[config.mk]
export PLATFORM = sky130hd
export DESIGN_NAME = hall_field_magnitude_and_temp
export DESIGN_NICKNAME = d
export VERILOG_FILES = /design/src/rtl/hfmt_pkg.sv /design/src/rtl/hfmt_isqrt.sv /design/src/rtl/hall_field_magnitude_and_temp.sv
export SDC_FILE = /design/constraint.sdc
export NUM_CORES = 2
export LEC_CHECK = 0
export ABC_AREA = 1
export BUFFER_PORTS_ARGS = -buffer_cell sky130_fd_sc_hd__buf_2
export CAP_MARGIN = 20
export CORE_UTILIZATION = 53
export CTS_BUF_LIST = sky130_fd_sc_hd__clkbuf_8 sky130_fd_sc_hd__clkbuf_16
export DETAILED_ROUTE_END_ITERATION = 10
export PLACE_DENSITY = 0.71
export REMOVE_ABC_BUFFERS = 1
export SETUP_SLACK_MARGIN = 0.5
export SLEW_MARGIN = 5
export SYNTH_ARGS = -nofsm -noshare
export SYNTH_HDL_FRONTEND = slang
export SYNTH_SLANG_ARGS = --single-unit
[constraint.sdc]
create_clock -name i_clk -period 9.5 [get_ports i_clk]
set_input_delay 0 -clock i_clk [delete_from_list [all_inputs] [get_ports i_clk]]
set_output_delay 0 -clock i_clk [all_outputs]
set_load 0.005 [all_outputs]
[src/rtl/hfmt_pkg.sv]
// Package with shared types and constants for the Hall field magnitude and temperature block.
package hfmt_pkg;

    // Configuration register indexes.
    localparam logic [1:0] CFG_TEMP_REF    = 2'd0;
    localparam logic [1:0] CFG_SENSITIVITY = 2'd1;
    localparam logic [1:0] CFG_PERIOD      = 2'd2;

    // Configuration reset values.
    localparam logic [15:0] REF_RESET    = 16'd46696;
    localparam logic [15:0] SENS_RESET   = 16'd10551;
    localparam logic [15:0] PERIOD_RESET = 16'd1000;

    // Arithmetic constants.
    localparam logic signed [16:0] AXIS_OFFSET  = 17'sh08000;
    localparam logic signed [16:0] TEMP_SCALE   = 17'sd1450;
    localparam logic signed [19:0] TEMP_BASE_Q8 = 20'sd8960;

    // Input action codes.
    localparam logic ACT_MEASURE = 1'b0;
    localparam logic ACT_TICK    = 1'b1;

    // Result kind codes.
    localparam logic KIND_FIELD = 1'b0;
    localparam logic KIND_TEMP  = 1'b1;

    // Handshake between the sequencer and the square root unit.
    typedef struct packed {
        logic        start;
        logic [31:0] value;
    } t_sqrt_req;

    typedef struct packed {
        logic        done;
        logic [15:0] root;
    } t_sqrt_rsp;

    // Sequencer states.
    typedef enum logic [2:0] {
        S_IDLE,
        S_SQ_X,
        S_SQ_Y,
        S_SQ_Z,
        S_TEMP,
        S_ROOT,
        S_SCALE,
        S_FINISH
    } t_state;

endpackage

[src/rtl/hfmt_isqrt.sv]
// Iterative 32-bit integer square root, two radicand bits per cycle.
module hfmt_isqrt (
    input  logic               i_clk,
    input  logic               i_rst_n,
    input  hfmt_pkg::t_sqrt_req i_req,
    output hfmt_pkg::t_sqrt_rsp o_rsp
);
    import hfmt_pkg::*;

    logic [31:0] r_v,    n_v;
    logic [31:0] r_root, n_root;
    logic [3:0]  r_cnt,  n_cnt;
    logic        r_busy, n_busy;
    logic        r_done, n_done;

    logic [31:0] bit_val;
    logic [31:0] trial;

    // One digit step: try to subtract root plus the current bit.
    always_comb begin
        bit_val = 32'd1 << {r_cnt, 1'b0};
        trial   = r_root + bit_val;
        n_v     = r_v;
        n_root  = r_root;
        n_cnt   = r_cnt;
        n_busy  = r_busy;
        n_done  = 1'b0;
        if (i_req.start) begin
            n_v    = i_req.value;
            n_root = 32'd0;
            n_cnt  = 4'd15;
            n_busy = 1'b1;
        end else if (r_busy) begin
            if (r_v >= trial) begin
                n_v    = r_v - trial;
                n_root = (r_root >> 1) + bit_val;
            end else begin
                n_root = r_root >> 1;
            end
            n_cnt = r_cnt - 4'd1;
            if (r_cnt == 4'd0) begin
                n_busy = 1'b0;
                n_done = 1'b1;
            end
        end
    end

    // Control state is reset; the datapath is not.
    always_ff @(posedge i_clk) begin
        if (!i_rst_n) begin
            r_busy <= 1'b0;
            r_done <= 1'b0;
        end else begin
            r_busy <= n_busy;
            r_done <= n_done;
        end
        r_v    <= n_v;
        r_root <= n_root;
        r_cnt  <= n_cnt;
    end

    assign o_rsp.done = r_done;
    assign o_rsp.root = r_root[15:0];

endmodule

[src/rtl/hall_field_magnitude_and_temp.sv]
// Top level: sequencer, shared multiplier and result register for field and temperature reports.
// A measurement transfer yields a field report through three squares and the temperature
// product on the shared 17x17 multiplier, 16 square root steps and one scale step.
// A tick is handled at acceptance; one that ends a period is reported from the finish state.
// No item is taken until a measurement's report is loaded; one tick per cycle when none is due.
// Synchronous active-low reset restores the register defaults and clears count and temperature.
module hall_field_magnitude_and_temp (
    input  logic                i_clk,
    input  logic                i_rst_n,
    // Input channel.
    input  logic                i_valid,
    output logic                o_ready,
    input  logic                i_action,
    input  logic [15:0]         i_raw_temp,
    input  logic [15:0]         i_raw_x,
    input  logic [15:0]         i_raw_y,
    input  logic [15:0]         i_raw_z,
    // Output channel.
    output logic                o_valid,
    input  logic                i_ready,
    output logic                o_kind,
    output logic [23:0]         o_field_strength,
    output logic signed [19:0]  o_temperature,
    // Configuration write port.
    input  logic                i_cfg_we,
    input  logic [1:0]          i_cfg_idx,
    input  logic [15:0]         i_cfg_data
);
    import hfmt_pkg::*;

    t_state r_state, n_state;

    logic [15:0] r_temp_ref, r_sens, r_period;
    logic [15:0] r_elapsed, n_elapsed;
    logic signed [19:0] r_latest, n_latest;
    logic [15:0] r_raw_temp, r_raw_x, r_raw_y, r_raw_z;
    logic        r_res_kind, n_res_kind;
    logic [31:0] r_sum, n_sum;
    logic signed [33:0] r_prod;
    logic signed [16:0] mul_a, mul_b;

    logic        r_out_valid, n_out_valid;
    logic        r_out_kind, n_out_kind;
    logic [23:0] r_out_strength, n_out_strength;
    logic signed [19:0] r_out_temp, n_out_temp;

    logic [15:0] tick_count;
    logic        in_xfer, out_free;
    logic signed [33:0] temp_shifted;

    t_sqrt_req sqrt_req;
    t_sqrt_rsp sqrt_rsp;

    hfmt_isqrt u_isqrt (
        .i_clk   (i_clk),
        .i_rst_n (i_rst_n),
        .i_req   (sqrt_req),
        .o_rsp   (sqrt_rsp)
    );

    assign o_ready    = (r_state == S_IDLE);
    assign in_xfer    = i_valid && o_ready;
    assign out_free   = !r_out_valid || i_ready;
    assign tick_count = r_elapsed + 16'd1;

    // Operand selection for the shared multiplier.
    always_comb begin
        case (r_state)
            S_SQ_X: begin
                mul_a = $signed({1'b0, r_raw_x}) - AXIS_OFFSET;
                mul_b = mul_a;
            end
            S_SQ_Y: begin
                mul_a = $signed({1'b0, r_raw_y}) - AXIS_OFFSET;
                mul_b = mul_a;
            end
            S_SQ_Z: begin
                mul_a = $signed({1'b0, r_raw_z}) - AXIS_OFFSET;
                mul_b = mul_a;
            end
            S_TEMP: begin
                mul_a = $signed({1'b0, r_raw_temp}) - $signed({1'b0, r_temp_ref});
                mul_b = TEMP_SCALE;
            end
            default: begin
                mul_a = $signed({1'b0, sqrt_rsp.root});
                mul_b = $signed({1'b0, r_sens});
            end
        endcase
    end

    // Temperature product divided by 256 with floor rounding.
    assign temp_shifted = r_prod >>> 8;

    // Sequencer: next state, accumulation and result formation.
    always_comb begin
        n_state        = r_state;
        n_elapsed      = r_elapsed;
        n_latest       = r_latest;
        n_res_kind     = r_res_kind;
        n_sum          = r_sum;
        n_out_valid    = r_out_valid;
        n_out_kind     = r_out_kind;
        n_out_strength = r_out_strength;
        n_out_temp     = r_out_temp;
        sqrt_req.start = 1'b0;
        sqrt_req.value = r_sum + r_prod[31:0];

        if (r_out_valid && i_ready) begin
            n_out_valid = 1'b0;
        end

        case (r_state)
            S_IDLE: begin
                if (in_xfer) begin
                    if (i_action == ACT_MEASURE) begin
                        n_res_kind = KIND_FIELD;
                        n_state    = S_SQ_X;
                    end else if (tick_count >= r_period) begin
                        n_elapsed  = 16'd0;
                        n_res_kind = KIND_TEMP;
                        n_state    = S_FINISH;
                    end else begin
                        n_elapsed = tick_count;
                    end
                end
            end
            S_SQ_X: n_state = S_SQ_Y;
            S_SQ_Y: begin
                n_sum   = r_prod[31:0];
                n_state = S_SQ_Z;
            end
            S_SQ_Z: begin
                n_sum   = r_sum + r_prod[31:0];
                n_state = S_TEMP;
            end
            S_TEMP: begin
                sqrt_req.start = 1'b1;
                n_state        = S_ROOT;
            end
            S_ROOT: begin
                if (sqrt_rsp.done) begin
                    n_state = S_SCALE;
                end
            end
            S_SCALE: begin
                n_latest = temp_shifted[19:0] + TEMP_BASE_Q8;
                n_state  = S_FINISH;
            end
            S_FINISH: begin
                if (out_free) begin
                    n_out_valid = 1'b1;
                    n_out_kind  = r_res_kind;
                    if (r_res_kind == KIND_FIELD) begin
                        n_out_strength = r_prod[31:8];
                        n_out_temp     = 20'sd0;
                    end else begin
                        n_out_strength = 24'd0;
                        n_out_temp     = r_latest;
                    end
                    n_state = S_IDLE;
                end
            end
            default: n_state = S_IDLE;
        endcase
    end

    // State, configuration and datapath registers.
    always_ff @(posedge i_clk) begin
        if (!i_rst_n) begin
            r_state     <= S_IDLE;
            r_temp_ref  <= REF_RESET;
            r_sens      <= SENS_RESET;
            r_period    <= PERIOD_RESET;
            r_elapsed   <= 16'd0;
            r_latest    <= 20'sd0;
            r_out_valid <= 1'b0;
        end else begin
            r_state     <= n_state;
            r_elapsed   <= n_elapsed;
            r_latest    <= n_latest;
            r_out_valid <= n_out_valid;
            if (i_cfg_we) begin
                case (i_cfg_idx)
                    CFG_TEMP_REF:    r_temp_ref <= i_cfg_data;
                    CFG_SENSITIVITY: r_sens     <= i_cfg_data;
                    CFG_PERIOD:      r_period   <= i_cfg_data;
                    default: ;
                endcase
            end
        end
        if (in_xfer) begin
            r_raw_temp <= i_raw_temp;
            r_raw_x    <= i_raw_x;
            r_raw_y    <= i_raw_y;
            r_raw_z    <= i_raw_z;
        end
        if (r_state == S_SQ_X || r_state == S_SQ_Y || r_state == S_SQ_Z ||
            r_state == S_TEMP || r_state == S_SCALE) begin
            r_prod <= mul_a * mul_b;
        end
        r_res_kind     <= n_res_kind;
        r_sum          <= n_sum;
        r_out_kind     <= n_out_kind;
        r_out_strength <= n_out_strength;
        r_out_temp     <= n_out_temp;
    end

    assign o_valid          = r_out_valid;
    assign o_kind           = r_out_kind;
    assign o_field_strength = r_out_strength;
    assign o_temperature    = r_out_temp;

    // The root unit finishes only while the sequencer waits for it.
    a_root_done_in_wait: assert property (@(posedge i_clk) disable iff (!i_rst_n)
        sqrt_rsp.done |-> r_state == S_ROOT)
        else $error("square root finished outside the wait state");

    // A measurement transfer starts the squaring sequence.
    a_measure_starts: assert property (@(posedge i_clk) disable iff (!i_rst_n)
        (in_xfer && i_action == ACT_MEASURE) |=> r_state == S_SQ_X)
        else $error("measurement did not start the sequence");

    // A finished result is loaded into the output register once the output is free.
    a_finish_loads: assert property (@(posedge i_clk) disable iff (!i_rst_n)
        (r_state == S_FINISH && out_free) |=> (o_valid && r_state == S_IDLE))
        else $error("finished result not presented");

    // The unused field of a report is zero.
    a_unused_zero: assert property (@(posedge i_clk) disable iff (!i_rst_n)
        o_valid |-> ((o_kind == KIND_FIELD && o_temperature == 20'sd0) ||
                     (o_kind == KIND_TEMP && o_field_strength == 24'd0)))
        else $error("unused report field not zero");

endmodule

* After elaboration in Yosys (flattened, before gate mapping)
Cells that the tools add are included.
Widths: inputs -> output; s select.
** Operators by class
- $mul :: 1
- Shift operators :: 1
- Bitwise operators :: 2
- Muxes and demuxes :: 23
- Divide/modulo/power cells :: 0
- Add/sub/neg operators :: 11
- Eq/ne operators :: 14
- Reductions and logical operators :: 23
- Magnitude comparators :: 2
** Operator list (count)
- $pmux 17 s4 :: 2
- $mux 32 :: 4
- $add 32x32->32 :: 2
- $pmux 32 s2 :: 1
- $sub 16x16->17 const B :: 3
- $add 31x32->32 :: 1
- $ge 32x32->1 :: 1
- $mul 17x17->32 :: 1
- $shl 1x5->32 const A :: 1
- $sub 32x32->32 :: 1
- $pmux 3 s8 :: 1
- $add 20x14->20 const B :: 1
- $sub 16x16->17 :: 1
- $add 16x1->16 const B :: 1
- $ge 16x16->1 :: 1
- $mux 16 :: 1
- $mux 3 :: 5
- $eq 3x3->1 const B :: 4
- $reduce_and 2->1 :: 5
- $mux 1 :: 9
- $eq 3x2->1 const B :: 2
- $ne 2x1->1 const B :: 3
- $reduce_and 3->1 :: 2
- $reduce_bool 2->1 :: 3
- 15 further kinds :: 21
** Storage, ports and cells
- Word-level logic and storage cells :: 99
- Flip-flop bits (word level) :: 332
- Latch bits :: 0
- Input port bits :: 88
- Memories kept :: 0
- RAM bits :: 0
- Output and inout port bits :: 47
- Memory bits (read-only) :: 0

* Logic depth before layout (Yosys ltp)
- Depth after elaboration :: 6
- Gate-level depth with buffers :: 39
- Depth with buffers taken out :: 38

* By module
Synthesis repeated with hierarchy kept, for this count alone.
** Second synthesis, totals
- Cells, all modules :: 4322
- Area total of the unflattened synthesis :: 32949.1 um2
** Modules (own cells, without submodules)
- hall_field_magnitude_and_temp :: cells an instance 2915, times used 1, area an instance 24597.3 um2, seq. area each 6986.7 um2
- hfmt_isqrt :: cells an instance 1407, times used 1, area an instance 8351.8 um2, seq. area each 1721.7 um2

* Worst setup path before layout
No wires, ideal clock.
- Path type :: register -> register
- Start :: reg r_state[0]
- End :: reg r_prod[30], data pin
- Setup slack :: 2.320 ns
- Library setup time :: 0.259 ns
- Arrival :: 6.921 ns
- Required time :: 9.241 ns
- Buffers on the path :: 0
- Cell stages (with the launch flop) :: 30
- Clock period less this slack :: 7.180 ns
- Path through :: dfxtp_1 -> inv_1 -> ha_1 -> inv_1 -> nor2_4 -> inv_1 -> nand2_1 -> nor2_4 -> inv_1 -> nand2_1 -> o21a_2 -> inv_1 -> nor2_1 -> fa_1 -> inv_1 -> fa_1 -> inv_1 -> fa_1 -> fa_1 -> fa_1 -> inv_1 -> fa_1 -> inv_1 -> ha_1 -> nand2_1 -> nor3_1 -> nand2_1 -> or2_2 -> nand3_1 -> xor2_1
** Between the ends
- Cells in the longest elaborated chain, start to end :: 3
- Elaborated cells between the ends (all ways) :: 7
- Those cells by class :: mul (1); eq/ne (4); mux (2)
** RTL lines
- start, declared :: line hall_field_magnitude_and_temp.sv:31 : t_state r_state, n_state;
- start signal, assigned :: line hall_field_magnitude_and_temp.sv:179 : r_state <= n_state;
- $eq 3x3->1, or another cell as far along :: line hall_field_magnitude_and_temp.sv:68 : case (r_state)
- $pmux 17 s4 :: line hall_field_magnitude_and_temp.sv:68
- $mul 17x17->32 (*) :: line hall_field_magnitude_and_temp.sv:200 : r_prod <= mul_a * mul_b;
- end signal, assigned :: line hall_field_magnitude_and_temp.sv:200
- end, declared :: line hall_field_magnitude_and_temp.sv:39 : logic signed [33:0] r_prod;
Mark *: on every way between the ends. The rest lies on a longest branch, timed or not.
A chain may end at the register's enable or synchronous reset.

* Worst setup path after layout
- Start :: reg r_state[1]
- End :: reg r_prod[16], data pin
Same word-level chain as after synthesis.

==> tab_implementation.tex <==
\begin{tabular}{lr}
\hline
Metric & Value \\
\hline
\multicolumn{2}{l}{\textbf{Status}} \\
\quad Result of the run & finished clean \\
\multicolumn{2}{l}{\textbf{Placement}} \\
\quad Number of cells in the design after placement & 5129 \\
\quad Count of buffers inserted at the top-level ports & 134 \\
\quad Cell area after placement & 34200 um2 \\
\quad DP Worst Slack & 1.00 ns \\
\quad Estimated wirelength of the detail-placed design & 80000 um \\
\quad Final weighted congestion in routability-driven placement & 1.02 \\
\multicolumn{2}{l}{\textbf{Routing}} \\
\quad Routed Antenna Nets & 0 \\
\quad Total Routed Length & 101000 um \\
\quad Routed vias/inst & 5.51 \\
\quad DR DRC count & 0 \\
\quad Via count & 29200 \\
\quad Detail-routed net length per standard cell & 19.0 um \\
\quad 1st-iter DRT viols & 2580 \\
\quad Total iterations of the first detailed-routing run & 6 \\
\multicolumn{2}{l}{\textbf{Final layout}} \\
\quad Most common cell after layout, fill and taps aside & sky130\_fd\_sc\_hd\_\_nand2\_1 \\
\quad Count of inserted antenna diode cells & 0 \\
\quad Layout area overhead & 10.9\% \\
\quad Proportion of layout cells with a drive suffix above 1 & 0.0696 \\
\quad Cell area after layout & 36500 um2 \\
\quad Final-stage net count & 5075 \\
\quad Fill cell total of the finished layout & 5528 \\
\quad Most used cells in the layout excluding fill and tap cells & sky130\_fd\_sc\_hd\_\_nand2\_1 (914), sky130\_fd\_sc\_hd\_\_inv\_1 (801), sky130\_fd\_sc\_hd\_\_nor2\_1 (450) \\
\quad Post-layout instance count excluding filler cells & 5291 \\
\multicolumn{2}{l}{\textbf{Critical path}} \\
\quad Data arrival, critical path & 8.75 ns \\
\quad Worst stage delay on the critical path & 0.56 ns \\
\quad Standard cell with the maximum stage delay on the critical path & sky130\_fd\_sc\_hd\_\_inv\_4 \\
\quad Cell with the most instances on the worst path & sky130\_fd\_sc\_hd\_\_inv\_1 \\
\quad Start-to-end type of the worst setup path & reg -> reg \\
\quad Max Fanout on Critical Path & 51 \\
\quad Worst endpoint required time & 9.83 ns \\
\quad Gate family responsible for the most delay along the worst path & adder cells \\
\quad Capturing element type of the critical path & flop \\
\quad CP startpoint kind & flop \\
\quad Count of buffering cells on the critical path with inverters included & 11 \\
\multicolumn{2}{l}{\textbf{Synthesis}} \\
\quad Count of distinct cell types in the synthesized netlist & 66 \\
\quad Post-synthesis instance area & 32900 um2 \\
\quad Synthesized area per cell & 7.66 um2 \\
\quad Share of synthesized registers carrying an async set or reset & 0 \\
\quad Top cell type by total area after synthesis & sky130\_fd\_sc\_hd\_\_edfxtp\_1 \\
\quad Top cells by area, synth & sky130\_fd\_sc\_hd\_\_edfxtp\_1 (19\%), sky130\_fd\_sc\_hd\_\_fa\_1 (17\%), sky130\_fd\_sc\_hd\_\_nand2\_1 (10\%), sky130\_fd\_sc\_hd\_\_inv\_1 (9.0\%), sky130\_fd\_sc\_hd\_\_ha\_1 (8.5\%) \\
\quad Sequential element share of the synthesized area & 0.265 \\
\quad Dominant register cell in the synthesized netlist & sky130\_fd\_sc\_hd\_\_edfxtp\_1 \\
\quad Count of flip-flops with a built-in enable after synthesis & 206 \\
\quad Fraction of post-synthesis cell area in the top cell type by area & 0.188 \\
\quad Number of register bits inferred by synthesis & 332 \\
\quad Ys Warns & 0 \\
\quad Synthesized instance count & 4294 \\
\multicolumn{2}{l}{\textbf{Timing}} \\
\quad Final setup slack of the worst path & 1.08 ns \\
\quad Count of pins over their slew limit & 0 \\
\quad Actual transition at the worst max-transition pin & 1.01 ns \\
\quad Max frequency & 119 MHz \\
\quad Count of final hold-check violations & 0 \\
\quad Final number of setup-violating endpoints & 0 \\
\quad Setup repair after global routing missed its margin & false \\
\quad Minimum clock period & 8.42 ns \\
\quad Slew headroom & 0.322 \\
\quad Share of the clock period used by the worst path & 0.886 \\
\quad Clock skew after layout & 0.0258 ns \\
\quad Setup\_tns & 0 ns \\
\multicolumn{2}{l}{\textbf{Floorplan}} \\
\quad Vertical die dimension & 251 um \\
\quad Die area & 63100 um2 \\
\quad X dimension of the die & 251 um \\
\quad Initial standard-cell utilization of the core & 0.541 \\
\quad Core area & 60800 um2 \\
\quad Standard-cell rows & 90 \\
\quad Total I/O pin count & 135 \\
\multicolumn{2}{l}{\textbf{GRT}} \\
\quad Number of antenna violations at the first check in global routing & 0 \\
\quad Overall track demand over capacity in global routing & 0.321 \\
\quad First-pass GRT wire length & 158000 um \\
\quad Number of global-route vias before repair & 28500 \\
\quad Maximum number of pins on one net before global-route repair & 74 \\
\quad Final global-route overflow total & 0 \\
\multicolumn{2}{l}{\textbf{CTS}} \\
\quad CTS Root Cell & sky130\_fd\_sc\_hd\_\_clkbuf\_16 \\
\quad Clk pin slew, worst setup/hold paths & 0.06 ns \\
\quad Skew-Pair Late Insertion Delay & 0.56 ns \\
\quad H-tree depth & 2 \\
\quad Maximum clock path buffer count & 3 \\
\quad Total setup buffers inserted after CTS & 0 \\
\quad CTS tree & built \\
\quad Number of buffers created by CTS & 38 \\
\quad CTS Sinks & 332 \\
\multicolumn{2}{l}{\textbf{Run}} \\
\quad Max-cap viol count & 0 \\
\multicolumn{2}{l}{\textbf{Min path}} \\
\quad Type of the tightest min-delay check & in -> reg \\
\hline
\end{tabular}
==> cell families (layout without fill, tap and decap cells) <==
family | after synthesis | after routing | synth area share
buf+inv | 912 | 1127 | 0.108
flops | 332 | 332 | 0.265
fa+ha+maj | 508 | 508 | 0.258
xor+xnor | 106 | 106 | 0.0282
compound gates | 574 | 574 | 0.0990
simple gates | 1862 | 1862 | 0.241
==> synthesized netlist by cell type (9+ instances only) <==
master,count
sky130_fd_sc_hd__nand3b_1,28
sky130_fd_sc_hd__ha_1,223
sky130_fd_sc_hd__o21ai_0,204
sky130_fd_sc_hd__nand3_1,300
sky130_fd_sc_hd__a21oi_1,247
sky130_fd_sc_hd__buf_2,32
sky130_fd_sc_hd__o21a_1,10
sky130_fd_sc_hd__a21o_1,10
sky130_fd_sc_hd__or2_2,12
sky130_fd_sc_hd__xor2_1,73
sky130_fd_sc_hd__inv_1,793
sky130_fd_sc_hd__xnor2_1,33
sky130_fd_sc_hd__nand4_1,49
sky130_fd_sc_hd__fa_1,285
sky130_fd_sc_hd__nor2_1,453
sky130_fd_sc_hd__buf_4,9
sky130_fd_sc_hd__dfxtp_1,126
sky130_fd_sc_hd__nand2_2,18
sky130_fd_sc_hd__nor3_1,45
sky130_fd_sc_hd__o21bai_1,20
sky130_fd_sc_hd__inv_2,16
sky130_fd_sc_hd__edfxtp_1,206
sky130_fd_sc_hd__nor2_4,10
sky130_fd_sc_hd__clkbuf_1,41
sky130_fd_sc_hd__nand2_1,915
sky130_fd_sc_hd__o211ai_1,16
==> flip-flops by register name, summed over array words and instances, names as in the netlist, 20 cells and up <==
register	cells
r_sum	32
o_temperature	20
r_latest	20
o_field_strength	24
r_prod	32
u_isqrt.r_root	32
u_isqrt.r_v	32
==> metrics by stage <==
stage          hold WS, ns   util
6_report            0.0672  0.600
5_1_grt              0.124  0.600
4_1_cts             0.0439  0.600
3_5_place_dp         0.178  0.562
3_3_place_gp         0.177  0.562
2_1_floorplan       0.0841      -
==> final timing paths <==
path / to / startpoint / cells after the start / slack (ns)
worst min-delay path: r_sens[13] / i_cfg_we / 6 / 0.07
worst min register to register: r_period[14] / r_period[14] / 2 / 0.46
worst max register to register: r_prod[16] / r_state[1] / 32 / 1.08
worst max-delay path: r_prod[16] / r_state[1] / 32 / 1.08
==> layer usage <==
metal / share of wire / up-vias / track usage
met5: 0 / - / 0
met4: 0.038 / 0 / 0.116
met3: 0.075 / 202 / 0.0420
met2: 0.47 / 1185 / 0.535
met1: 0.41 / 13800 / 0.426
li1: - / 14000 / -
==> worst reg2reg max path: cells and delay by family (launching register included) <==
family | cells | cell delay, ns
AND/OR/NAND/NOR | 9 | 1.61
buffers and inverters | 11 | 1.48
adder cells (fa/ha/maj) | 8 | 3.56
flip-flops | 1 | 0.36
XOR/XNOR | 1 | 0.28
AO/OA/AOI/OAI | 3 | 0.90
==> repair_timing <==
item	in CTS	in global routing
hold buffers	92	0
endpoints found under the hold margin	118	0
setup endpoints to repair	0	3
gates resized for setup	0	2
==> layout make-up <==
cell class,count,area [um2],share of cell area
Multi-Input combinational cell,3050,20700,0.566
Sequential cell,332,8710,0.239
Inverter,815,3060,0.0840
Timing Repair Buffer,242,1720,0.0470
Clock buffer,43,1080,0.0295
Tap cell,782,978,0.0268
Clock inverter,27,280,0.00768
Power is left out: the tool's default activity adds up to more than one toggle a clock period on the data nets, which glitch-free logic cannot reach.
